$ cat src/hw/rtl/psd_pkg.sv
// shared types and constants for the prufer sequence decoder
`default_nettype none

package psd_pkg;

   // width of a vertex number on the ports
   localparam int VERTEX_W = 7;

   // one input item: a parent vertex, the last one of a sequence marked
   typedef struct packed {
      logic [VERTEX_W-1:0] parent_vertex;
      logic                last_cut;
   } cut_req_type;

   // one result item: a removed leaf, or the error result
   typedef struct packed {
      logic [VERTEX_W-1:0] cut_leaf;
      logic                decode_error;
      logic                last_result;
   } cut_rsp_type;

   // classified item passed from the front to the back through the queue
   typedef struct packed {
      logic [VERTEX_W-1:0] vertex;
      logic                seq_end;
      logic                range_bad;
   } cut_entry_type;

endpackage

`default_nettype wire

$ cat src/hw/rtl/prufer_sequence_decoder.sv
// top level of the prufer sequence decoder: front, queue and back
// loading takes one cycle per item once the back is waiting for items
// a sequence is then checked, decoded and delivered: the degree store is
// touched in three step read-modify-write sequences, and each leaf goes out
// through the leaf buffer
// a synchronous reset empties the queue and returns the back to loading
`default_nettype none

module prufer_sequence_decoder #(
   parameter int MAX_CUTS = 64
) (
   input  wire logic                  clock,
   input  wire logic                  reset,
   input  wire logic                  req_valid,
   output logic                       req_ready,
   input  wire psd_pkg::cut_req_type  req_data,
   output logic                       rsp_valid,
   input  wire logic                  rsp_ready,
   output psd_pkg::cut_rsp_type       rsp_data
);

   logic                   f_valid;
   logic                   f_ready;
   psd_pkg::cut_entry_type f_entry;
   logic                   q_valid;
   logic                   q_ready;
   psd_pkg::cut_entry_type q_entry;

   psd_front #(.MAX_CUTS(MAX_CUTS)) u_front (
      .clock     (clock),
      .reset     (reset),
      .req_valid (req_valid),
      .req_ready (req_ready),
      .req_data  (req_data),
      .q_valid   (f_valid),
      .q_ready   (f_ready),
      .q_entry   (f_entry)
   );

   psd_queue u_queue (
      .clock     (clock),
      .reset     (reset),
      .in_valid  (f_valid),
      .in_ready  (f_ready),
      .in_entry  (f_entry),
      .out_valid (q_valid),
      .out_ready (q_ready),
      .out_entry (q_entry)
   );

   psd_back #(.MAX_CUTS(MAX_CUTS)) u_back (
      .clock     (clock),
      .reset     (reset),
      .q_valid   (q_valid),
      .q_ready   (q_ready),
      .q_entry   (q_entry),
      .rsp_valid (rsp_valid),
      .rsp_ready (rsp_ready),
      .rsp_data  (rsp_data)
   );

   // an error result is the only result of its sequence and carries no leaf
   assert property (@(posedge clock) disable iff (reset)
      rsp_valid && rsp_data.decode_error |->
         rsp_data.last_result && (rsp_data.cut_leaf == '0))
      else $error("error result not marked last or carries a leaf");

   // inputs are held off only while the queue holds items
   assert property (@(posedge clock) disable iff (reset)
      !req_ready |-> q_valid)
      else $error("input stalled with an empty queue");

   // a queued item leaves the queue only when the back takes it
   assert property (@(posedge clock) disable iff (reset)
      q_valid && !q_ready |=> q_valid)
      else $error("queued item lost");

endmodule

`default_nettype wire

$ cat src/hw/rtl/psd_ram.sv
// generic single write port, single read port ram with registered read
`default_nettype none

module psd_ram #(
   parameter  int WIDTH  = 8,
   parameter  int DEPTH  = 64,
   localparam int ADDR_W = (DEPTH > 1) ? $clog2(DEPTH) : 1
) (
   input  wire logic                     clock,
   input  wire logic                     wr_en,
   input  wire logic [ADDR_W-1:0]        wr_addr,
   input  wire logic [WIDTH-1:0]         wr_data,
   input  wire logic [ADDR_W-1:0]        rd_addr,
   output logic      [WIDTH-1:0]         rd_data
);

   logic [WIDTH-1:0] mem_ff [DEPTH];
   logic [WIDTH-1:0] rd_data_ff;

   // write port and registered read port
   always_ff @(posedge clock) begin
      if (wr_en) begin
         mem_ff[wr_addr] <= wr_data;
      end
      rd_data_ff <= mem_ff[rd_addr];
   end

   assign rd_data = rd_data_ff;

endmodule

`default_nettype wire

$ cat src/hw/rtl/psd_front.sv
// front part: counts sequence positions and classifies each incoming item
`default_nettype none

module psd_front #(
   parameter int MAX_CUTS = 64
) (
   input  wire logic                  clock,
   input  wire logic                  reset,
   input  wire logic                  req_valid,
   output logic                       req_ready,
   input  wire psd_pkg::cut_req_type  req_data,
   output logic                       q_valid,
   input  wire logic                  q_ready,
   output psd_pkg::cut_entry_type     q_entry
);

   localparam int IDX_W = (MAX_CUTS > 1) ? $clog2(MAX_CUTS) : 1;
   localparam logic [IDX_W-1:0] IDX_FULL = IDX_W'(MAX_CUTS - 1);
   localparam logic [psd_pkg::VERTEX_W-1:0] VTX_MAX = psd_pkg::VERTEX_W'(MAX_CUTS + 1);

   logic [IDX_W-1:0] count_ff;
   logic [IDX_W-1:0] count_in;
   logic             at_end;
   logic             accept;

   // a sequence ends on a marked item or when the store fills
   assign at_end = req_data.last_cut || (count_ff == IDX_FULL);
   assign accept = req_valid && q_ready;

   assign q_valid            = req_valid;
   assign req_ready          = q_ready;
   assign q_entry.vertex     = req_data.parent_vertex;
   assign q_entry.seq_end    = at_end;
   assign q_entry.range_bad  = (req_data.parent_vertex == '0) ||
                               (req_data.parent_vertex > VTX_MAX);

   // position counter
   always_comb begin
      count_in = count_ff;
      if (accept) begin
         count_in = at_end ? '0 : count_ff + IDX_W'(1);
      end
   end

   always_ff @(posedge clock) begin
      if (reset) begin
         count_ff <= '0;
      end else begin
         count_ff <= count_in;
      end
   end

endmodule

`default_nettype wire

$ cat src/hw/rtl/psd_queue.sv
// two entry queue between the front and the back
`default_nettype none

module psd_queue (
   input  wire logic                    clock,
   input  wire logic                    reset,
   input  wire logic                    in_valid,
   output logic                         in_ready,
   input  wire psd_pkg::cut_entry_type  in_entry,
   output logic                         out_valid,
   input  wire logic                    out_ready,
   output psd_pkg::cut_entry_type       out_entry
);

   psd_pkg::cut_entry_type entries_ff [2];
   logic       wr_ptr_ff;
   logic       rd_ptr_ff;
   logic [1:0] fill_ff;
   logic       push;
   logic       pop;

   assign in_ready  = (fill_ff != 2'd2);
   assign out_valid = (fill_ff != 2'd0);
   assign out_entry = entries_ff[rd_ptr_ff];
   assign push      = in_valid && in_ready;
   assign pop       = out_valid && out_ready;

   // storage
   always_ff @(posedge clock) begin
      if (push) begin
         entries_ff[wr_ptr_ff] <= in_entry;
      end
   end

   // pointers and fill level
   always_ff @(posedge clock) begin
      if (reset) begin
         wr_ptr_ff <= 1'b0;
         rd_ptr_ff <= 1'b0;
         fill_ff   <= 2'd0;
      end else begin
         if (push) begin
            wr_ptr_ff <= ~wr_ptr_ff;
         end
         if (pop) begin
            rd_ptr_ff <= ~rd_ptr_ff;
         end
         fill_ff <= fill_ff + {1'b0, push} - {1'b0, pop};
      end
   end

endmodule

`default_nettype wire

$ cat src/hw/rtl/psd_back.sv
// back part: stores a sequence, decodes it and delivers the results
`default_nettype none

module psd_back #(
   parameter int MAX_CUTS = 64
) (
   input  wire logic                    clock,
   input  wire logic                    reset,
   input  wire logic                    q_valid,
   output logic                         q_ready,
   input  wire psd_pkg::cut_entry_type  q_entry,
   output logic                         rsp_valid,
   input  wire logic                    rsp_ready,
   output psd_pkg::cut_rsp_type         rsp_data
);

   localparam int VW    = psd_pkg::VERTEX_W;
   localparam int IDX_W = (MAX_CUTS > 1) ? $clog2(MAX_CUTS) : 1;
   localparam int CNT_W = $clog2(MAX_CUTS + 1);
   localparam int NV    = MAX_CUTS + 2;
   localparam int VI_W  = $clog2(NV);

   // sequencer states
   localparam logic [3:0] S_LOAD  = 4'd0;
   localparam logic [3:0] S_CHECK = 4'd1;
   localparam logic [3:0] S_CLEAR = 4'd2;
   localparam logic [3:0] S_COUNT = 4'd3;
   localparam logic [3:0] S_INIT  = 4'd4;
   localparam logic [3:0] S_STEP  = 4'd5;
   localparam logic [3:0] S_FINAL = 4'd6;
   localparam logic [3:0] S_EMIT  = 4'd7;
   localparam logic [3:0] S_ERROR = 4'd8;

   // sub-steps of one element
   localparam logic [1:0] PH_ADDR = 2'd0;
   localparam logic [1:0] PH_SEQ  = 2'd1;
   localparam logic [1:0] PH_CNT  = 2'd2;

   logic [3:0]       state_ff, state_in;
   logic [1:0]       phase_ff, phase_in;
   logic [IDX_W-1:0] idx_ff, idx_in;
   logic [CNT_W-1:0] num_ff, num_in;
   logic [VI_W-1:0]  ptr_ff, ptr_in;
   logic             fault_ff, fault_in;
   logic [VW-1:0]    max_ff, max_in;
   logic [NV-1:0]    ready_ff, ready_in;
   psd_pkg::cut_rsp_type rsp_ff, rsp_in;
   logic             rsp_valid_ff, rsp_valid_in;

   logic [VW-1:0]    top;
   logic [VI_W-1:0]  top_idx;
   logic [IDX_W-1:0] idx_last;
   logic             rsp_free;
   logic [NV-1:0]    final_expect;
   logic [VI_W-1:0]  leaf;
   logic             leaf_found;

   logic             seq_we;
   logic [VW-1:0]    seq_rd_data;
   logic             cnt_we;
   logic [VI_W-1:0]  cnt_wa;
   logic [CNT_W-1:0] cnt_wd;
   logic [VI_W-1:0]  cnt_ra;
   logic [CNT_W-1:0] cnt_rd_data;
   logic [CNT_W-1:0] cnt_dec;
   logic             leaf_we;
   logic [VW-1:0]    leaf_rd_data;
   logic [VI_W-1:0]  seq_vtx;

   assign top      = VW'(num_ff) + VW'(1);
   assign top_idx  = VI_W'(top);
   assign idx_last = IDX_W'(num_ff - CNT_W'(1));
   assign rsp_free = !rsp_valid_ff || rsp_ready;
   assign q_ready  = (state_ff == S_LOAD);
   assign seq_vtx  = VI_W'(seq_rd_data);
   assign cnt_dec  = cnt_rd_data - CNT_W'(1);

   // smallest pending leaf
   always_comb begin
      leaf       = '0;
      leaf_found = 1'b0;
      for (int k = NV - 1; k >= 1; k--) begin
         if (ready_ff[k]) begin
            leaf       = VI_W'(k);
            leaf_found = 1'b1;
         end
      end
   end

   // a valid decode leaves only the top vertex pending
   always_comb begin
      for (int k = 0; k < NV; k++) begin
         final_expect[k] = (VI_W'(k) == top_idx);
      end
   end

   // sequence store, written while loading and read by element index
   assign seq_we = q_valid && q_ready;

   psd_ram #(.WIDTH(VW), .DEPTH(MAX_CUTS)) u_seq_ram (
      .clock   (clock),
      .wr_en   (seq_we),
      .wr_addr (idx_ff),
      .wr_data (q_entry.vertex),
      .rd_addr (idx_ff),
      .rd_data (seq_rd_data)
   );

   // degree store holds the number of remaining appearances of each vertex
   always_comb begin
      cnt_we = 1'b0;
      cnt_wa = seq_vtx;
      cnt_wd = cnt_rd_data + CNT_W'(1);
      if (state_ff == S_CLEAR) begin
         cnt_we = 1'b1;
         cnt_wa = ptr_ff;
         cnt_wd = '0;
      end else if (state_ff == S_COUNT && phase_ff == PH_CNT) begin
         cnt_we = 1'b1;
      end else if (state_ff == S_STEP && phase_ff == PH_CNT) begin
         cnt_we = 1'b1;
         cnt_wd = cnt_dec;
      end
   end

   // seq data holds the current element's vertex in the later sub-steps
   assign cnt_ra = (state_ff == S_INIT) ? ptr_ff : seq_vtx;

   psd_ram #(.WIDTH(CNT_W), .DEPTH(NV)) u_cnt_ram (
      .clock   (clock),
      .wr_en   (cnt_we),
      .wr_addr (cnt_wa),
      .wr_data (cnt_wd),
      .rd_addr (cnt_ra),
      .rd_data (cnt_rd_data)
   );

   // leaf buffer holds the decoded leaves until the decode is known good
   assign leaf_we = (state_ff == S_STEP) && (phase_ff == PH_ADDR) && leaf_found;

   psd_ram #(.WIDTH(VW), .DEPTH(MAX_CUTS)) u_leaf_ram (
      .clock   (clock),
      .wr_en   (leaf_we),
      .wr_addr (idx_ff),
      .wr_data (VW'(leaf)),
      .rd_addr (idx_ff),
      .rd_data (leaf_rd_data)
   );

   // sequencer
   always_comb begin
      state_in     = state_ff;
      phase_in     = phase_ff;
      idx_in       = idx_ff;
      num_in       = num_ff;
      ptr_in       = ptr_ff;
      fault_in     = fault_ff;
      max_in       = max_ff;
      ready_in     = ready_ff;
      rsp_in       = rsp_ff;
      rsp_valid_in = rsp_valid_ff && !rsp_ready;

      unique case (state_ff)
         S_LOAD: begin
            if (q_valid) begin
               fault_in = fault_ff || q_entry.range_bad;
               if (q_entry.vertex > max_ff) begin
                  max_in = q_entry.vertex;
               end
               if (q_entry.seq_end) begin
                  num_in   = CNT_W'(idx_ff) + CNT_W'(1);
                  state_in = S_CHECK;
               end else begin
                  idx_in = idx_ff + IDX_W'(1);
               end
            end
         end
         S_CHECK: begin
            if (fault_ff || (max_ff > top)) begin
               state_in = S_ERROR;
            end else begin
               ptr_in   = VI_W'(1);
               state_in = S_CLEAR;
            end
         end
         S_CLEAR: begin
            if (ptr_ff == top_idx) begin
               idx_in   = '0;
               phase_in = PH_ADDR;
               state_in = S_COUNT;
            end else begin
               ptr_in = ptr_ff + VI_W'(1);
            end
         end
         S_COUNT: begin
            if (phase_ff == PH_ADDR) begin
               phase_in = PH_SEQ;
            end else if (phase_ff == PH_SEQ) begin
               phase_in = PH_CNT;
            end else begin
               phase_in = PH_ADDR;
               if (idx_ff == idx_last) begin
                  ptr_in   = VI_W'(1);
                  state_in = S_INIT;
               end else begin
                  idx_in = idx_ff + IDX_W'(1);
               end
            end
         end
         S_INIT: begin
            if (phase_ff == PH_ADDR) begin
               phase_in = PH_SEQ;
            end else begin
               phase_in = PH_ADDR;
               if (cnt_rd_data == '0) begin
                  ready_in[ptr_ff] = 1'b1;
               end
               if (ptr_ff == top_idx) begin
                  idx_in   = '0;
                  state_in = S_STEP;
               end else begin
                  ptr_in = ptr_ff + VI_W'(1);
               end
            end
         end
         S_STEP: begin
            if (phase_ff == PH_ADDR) begin
               if (leaf_found) begin
                  ready_in[leaf] = 1'b0;
                  phase_in       = PH_SEQ;
               end else begin
                  state_in = S_ERROR;
               end
            end else if (phase_ff == PH_SEQ) begin
               phase_in = PH_CNT;
            end else begin
               phase_in = PH_ADDR;
               if (cnt_dec == '0 && !ready_ff[seq_vtx]) begin
                  ready_in[seq_vtx] = 1'b1;
               end
               if (idx_ff == idx_last) begin
                  state_in = S_FINAL;
               end else begin
                  idx_in = idx_ff + IDX_W'(1);
               end
            end
         end
         S_FINAL: begin
            if (ready_ff == final_expect) begin
               idx_in   = '0;
               phase_in = PH_ADDR;
               state_in = S_EMIT;
            end else begin
               state_in = S_ERROR;
            end
         end
         S_EMIT: begin
            if (phase_ff == PH_ADDR) begin
               phase_in = PH_SEQ;
            end else if (rsp_free) begin
               rsp_in.cut_leaf     = leaf_rd_data;
               rsp_in.decode_error = 1'b0;
               rsp_in.last_result  = (idx_ff == idx_last);
               rsp_valid_in        = 1'b1;
               phase_in            = PH_ADDR;
               if (idx_ff == idx_last) begin
                  state_in = S_LOAD;
                  idx_in   = '0;
                  fault_in = 1'b0;
                  max_in   = '0;
                  ready_in = '0;
               end else begin
                  idx_in = idx_ff + IDX_W'(1);
               end
            end
         end
         S_ERROR: begin
            if (rsp_free) begin
               rsp_in.cut_leaf     = '0;
               rsp_in.decode_error = 1'b1;
               rsp_in.last_result  = 1'b1;
               rsp_valid_in        = 1'b1;
               state_in            = S_LOAD;
               phase_in            = PH_ADDR;
               idx_in              = '0;
               fault_in            = 1'b0;
               max_in              = '0;
               ready_in            = '0;
            end
         end
         default: begin
            state_in = S_LOAD;
         end
      endcase
   end

   // control registers
   always_ff @(posedge clock) begin
      if (reset) begin
         state_ff     <= S_LOAD;
         phase_ff     <= PH_ADDR;
         idx_ff       <= '0;
         num_ff       <= '0;
         ptr_ff       <= '0;
         fault_ff     <= 1'b0;
         max_ff       <= '0;
         ready_ff     <= '0;
         rsp_valid_ff <= 1'b0;
      end else begin
         state_ff     <= state_in;
         phase_ff     <= phase_in;
         idx_ff       <= idx_in;
         num_ff       <= num_in;
         ptr_ff       <= ptr_in;
         fault_ff     <= fault_in;
         max_ff       <= max_in;
         ready_ff     <= ready_in;
         rsp_valid_ff <= rsp_valid_in;
      end
   end

   // result payload register
   always_ff @(posedge clock) begin
      rsp_ff <= rsp_in;
   end

   assign rsp_valid = rsp_valid_ff;
   assign rsp_data  = rsp_ff;

endmodule

`default_nettype wire
$ cat config.mk
export PLATFORM = sky130hd
export DESIGN_NAME = prufer_sequence_decoder
export DESIGN_NICKNAME = d
export VERILOG_FILES = /design/src/hw/rtl/psd_pkg.sv /design/src/hw/rtl/prufer_sequence_decoder.sv /design/src/hw/rtl/psd_ram.sv /design/src/hw/rtl/psd_front.sv /design/src/hw/rtl/psd_queue.sv /design/src/hw/rtl/psd_back.sv
export SDC_FILE = /design/constraint.sdc
export NUM_CORES = 2
export LEC_CHECK = 0
export BUFFER_PORTS_ARGS = -buffer_cell sky130_fd_sc_hd__buf_2
export CORE_MARGIN = 2
export CORE_UTILIZATION = 35
export DETAILED_ROUTE_END_ITERATION = 10
export HOLD_SLACK_MARGIN = 0.15
export SYNTH_ARGS = -nofsm -noshare
export SYNTH_HDL_FRONTEND = slang
export SYNTH_SLANG_ARGS = --single-unit
export TNS_END_PERCENT = 20
$ cat constraint.sdc
create_clock -name clock -period 11.2 [get_ports clock]
set_input_delay 2.24 -clock clock [delete_from_list [all_inputs] [get_ports clock]]
set_output_delay 2.24 -clock clock [all_outputs]
set_load 0.005 [all_outputs]
==> flow_summary.ini <==
[outcome]
status = completed

[global_routing]
grt_max_degree = 117
grt_pass1_wl_mm = 283
grt_usage_pct = 20.2
grt_antenna_before_repair = 3
grt-ovfl-total = 0
grt_pass1_vias = 40445

[timing]
finalSetupTns_ns = 0
tightest_slew_ns = 1.28
setup_violations = 0
period_needed_ns = 5.40
fmax_ghz = 0.185
period_share_pct = 48.2
setup_ws_ns = 5.80
hold_slack_ns = 0.484
finalHoldViolCount = 0
slew_headroom_pct = 13.8
slew_viol_final = 0
clock_skew_ns = 0.0765
rsz0062_at_grt = false

[synth]
synth_top_area_cell = edfxtp_1
ys_ff_latch = 1518
synthesis.instances = 4543
syn_avg_cell_area_um2 = 14.2
synthDistinctLibCells = 117
netlist_area_mm2 = 0.0647
synthesis.nets = 4583
yosys_most_used_dff = edfxtp_1
yosysSeqAreaShare_pct = 68.4
synth.top_cells.by_count = 1385 x edfxtp_1, 435 x nor2_1, 278 x a22oi_1
yosysMostFrequentCell = edfxtp_1
netlist.area_leader.share_pct = 64.3
yosys_warnings = 0
synth-async-reset-ratio_pct = 0
synth_edf_count = 1385
synth_area_leaders = edfxtp_1 64%, mux4_2 4.1%, dfxtp_1 4.1%

[power_and_ir_drop]
vdd_ir_drop_max_v = 0.000303
power.share.switching_pct = 31.8
p_sw_mw = 5.07
p_int_mw = 10.9
powerDensity_mw_per_mm2 = 221
sequentialPowerShare_pct = 43.6
combPwrFrac_pct = 24.3
leakage_nw = 21.9
pwr-share-clk_pct = 32.1

[worst_setup_path]
cp_cell_sequence = ha_1 > and2_1 > nor2b_1 > o21ai_1 > mux2i_1 > a221oi_1 > or4_1 > nor4_1 > and3_1 > o21ai_2 > mux2_4
crit_family = simple AND/OR/NAND/NOR gates
crit-reg2reg-launch = u_back.num_ff[0]
cp.depth = 11
crit_fanout = 25
arrival_ns = 6.09
worstPathRequired_ns = 11.89
slowest_stage = dfxtp_1
endpoint = u_back.idx_ff[0]
reg2reg_slack_ns = 5.80
max_stage_delay_ns = 0.82
setup.worst_path.class = flip-flop to flip-flop
r2r_end = u_back.idx_ff[0]
crit_buf_inv = 0
reg2reg_depth = 11
crit_path_end_kind = flip-flop
crit_start = u_back.num_ff[0]
cp-start-kind = flip-flop

[cells_and_area]
areaGrowthSynthToFinish_pct = 11.9
drive_above_1_share_pct = 12.9
nets = 4506

[clocking]
cts_setup_buffers = 0
clock-sinks = 1518
cts.path.max_buffers = 3
postCtsHoldBufs = 0
h-tree-depth = 4
cts-root-buf = clkbuf_16
cts_buffers = 157
cts_resized = 0
clk_latency_ns = 0.81
cts.clk_slew.worst_paths_ns = 0.06
cts_tree = done

[detailed_routing]
postRouteAntennaNets = 0
wl_per_cell_um = 27.4
drt-initial-drc-count = 5454
drc = 0
vias = 41772
wl_mm = 193
firstDrtPassIters = 6
viasPerCell = 5.92

[placement]
gp_congestion = 0.957
hpwl_mm = 118
port_buffers = 22
dp_slack_ns = 5.98

[die]
dieHeight_um = 434
num_io_pins = 23
die_w_um = 434
core_mm2 = 0.183
placementRows = 157
die_area_mm2 = 0.188
initial_utilization_pct = 35.3

[min_path]
worstHoldPathType = flip-flop to flip-flop

[run]
max_cap_violations = 0
## cell usage in the layout (no fill, tap or decap), drive strengths merged, types with 28 or more instances in the layout
cell type and count:
clkbuf 198, nor3 72, a22oi 278, nand3 68, clkinv 69, nor2 437
nor4 44, nor2b 40, a22o 94, mux4 119, a211oi 79, and2 51
edfxtp 1385, a21oi 179, buf 105, o21ai 148, nand4 44, a31oi 110
a221oi 107, inv 69, ha 28, mux2i 31, nand2 222, nand2b 32
dfxtp 133, o221ai 29
## flip-flops by register name, summed over array words and instances, names as in the netlist, 2 cells and up, named ones only
signal / flops
u_back.ptr_ff: 7
u_back.u_seq_ram.mem_ff: 448
u_back.ready_ff: 66
u_back.u_cnt_ram.mem_ff: 462
u_back.u_seq_ram.rd_data: 7
u_queue.entries_ff: 18
u_back.rsp_data: 9
u_back.u_leaf_ram.mem_ff: 448
u_front.count_ff: 6
u_back.state_ff: 4
u_back.num_ff: 7
u_queue.fill_ff: 2
u_back.u_leaf_ram.rd_data: 7
u_back.max_ff: 7
u_back.u_cnt_ram.rd_data: 7
u_back.idx_ff: 6
u_back.phase_ff: 2
## cells by family after synthesis
family / count (synthesis) / synth area share, %
compound gates: 1251 / 14.1
xor+xnor: 45 / 0.654
fa+ha+maj: 28 / 0.542
buf+inv: 403 / 2.62
flops: 1518 / 68.4
mux: 177 / 5.11
simple gates: 1121 / 8.52
## metal layers
metal,routed length [µm],GRT usage (%),vias up
li1,-,-,18002
met1,80200,27.9,21290
met2,90100,31.8,2055
met3,15700,3.67,423
met4,7120,7.42,2
met5,7,0,-
## through the flow
stage	instances	util, %	power [mW]	cell area [µm²]
final	7058	39.5	16.0	72400
after global routing	7058	39.5	16.5	72400
after CTS	7057	39.5	16.0	72400
after detailed placement	6771	36.7	10.9	67300
after global placement	6771	36.7	10.9	67300
after floorplan	4543	-	9.51	64700
## power by group through the flow
stage | Clock [mW] | Sequential, mW | Combinational (mW)
after global placement | 0 | 7.07 | 3.82
after detailed placement | 0 | 7.07 | 3.87
after floorplan | 0 | 7.01 | 2.50
after global routing | 5.41 | 6.97 | 4.17
final | 5.12 | 6.96 | 3.88
after CTS | 5.19 | 6.96 | 3.88
## tightest hold or removal path: cells and delay by family (launching register included)
| family | cells | cell delay (ns) |
|---|---|---|
| and+or+nand+nor | 1 | 0.06 |
| AOI/OAI and AO/OA | 1 | 0.05 |
| DFF | 1 | 0.33 |
## worst min path at each step
stage,startpoint,slack [ns],cells after the start,endpoint
after floorplan,u_back.max_ff[0],0.45,2,u_back.max_ff[0]
after detailed placement,u_back.max_ff[0],0.47,2,u_back.max_ff[0]
after global routing,u_back.max_ff[0],0.52,2,u_back.max_ff[0]
final,u_back.max_ff[0],0.48,2,u_back.max_ff[0]
after CTS,u_back.max_ff[0],0.48,2,u_back.max_ff[0]
after global placement,u_back.max_ff[0],0.46,2,u_back.max_ff[0]
## cell type report
class,count,area [µm²]
fill,16759,111000
sequential,1518,44300
multi-input combinational,2622,19000
clock buffer,198,4130
tap,2464,3080
clock inverter,88,895
timing repair buffer,105,798
inverter,62,233
antenna,1,2.50
Note: power is estimated with default switching activity, not from simulation.
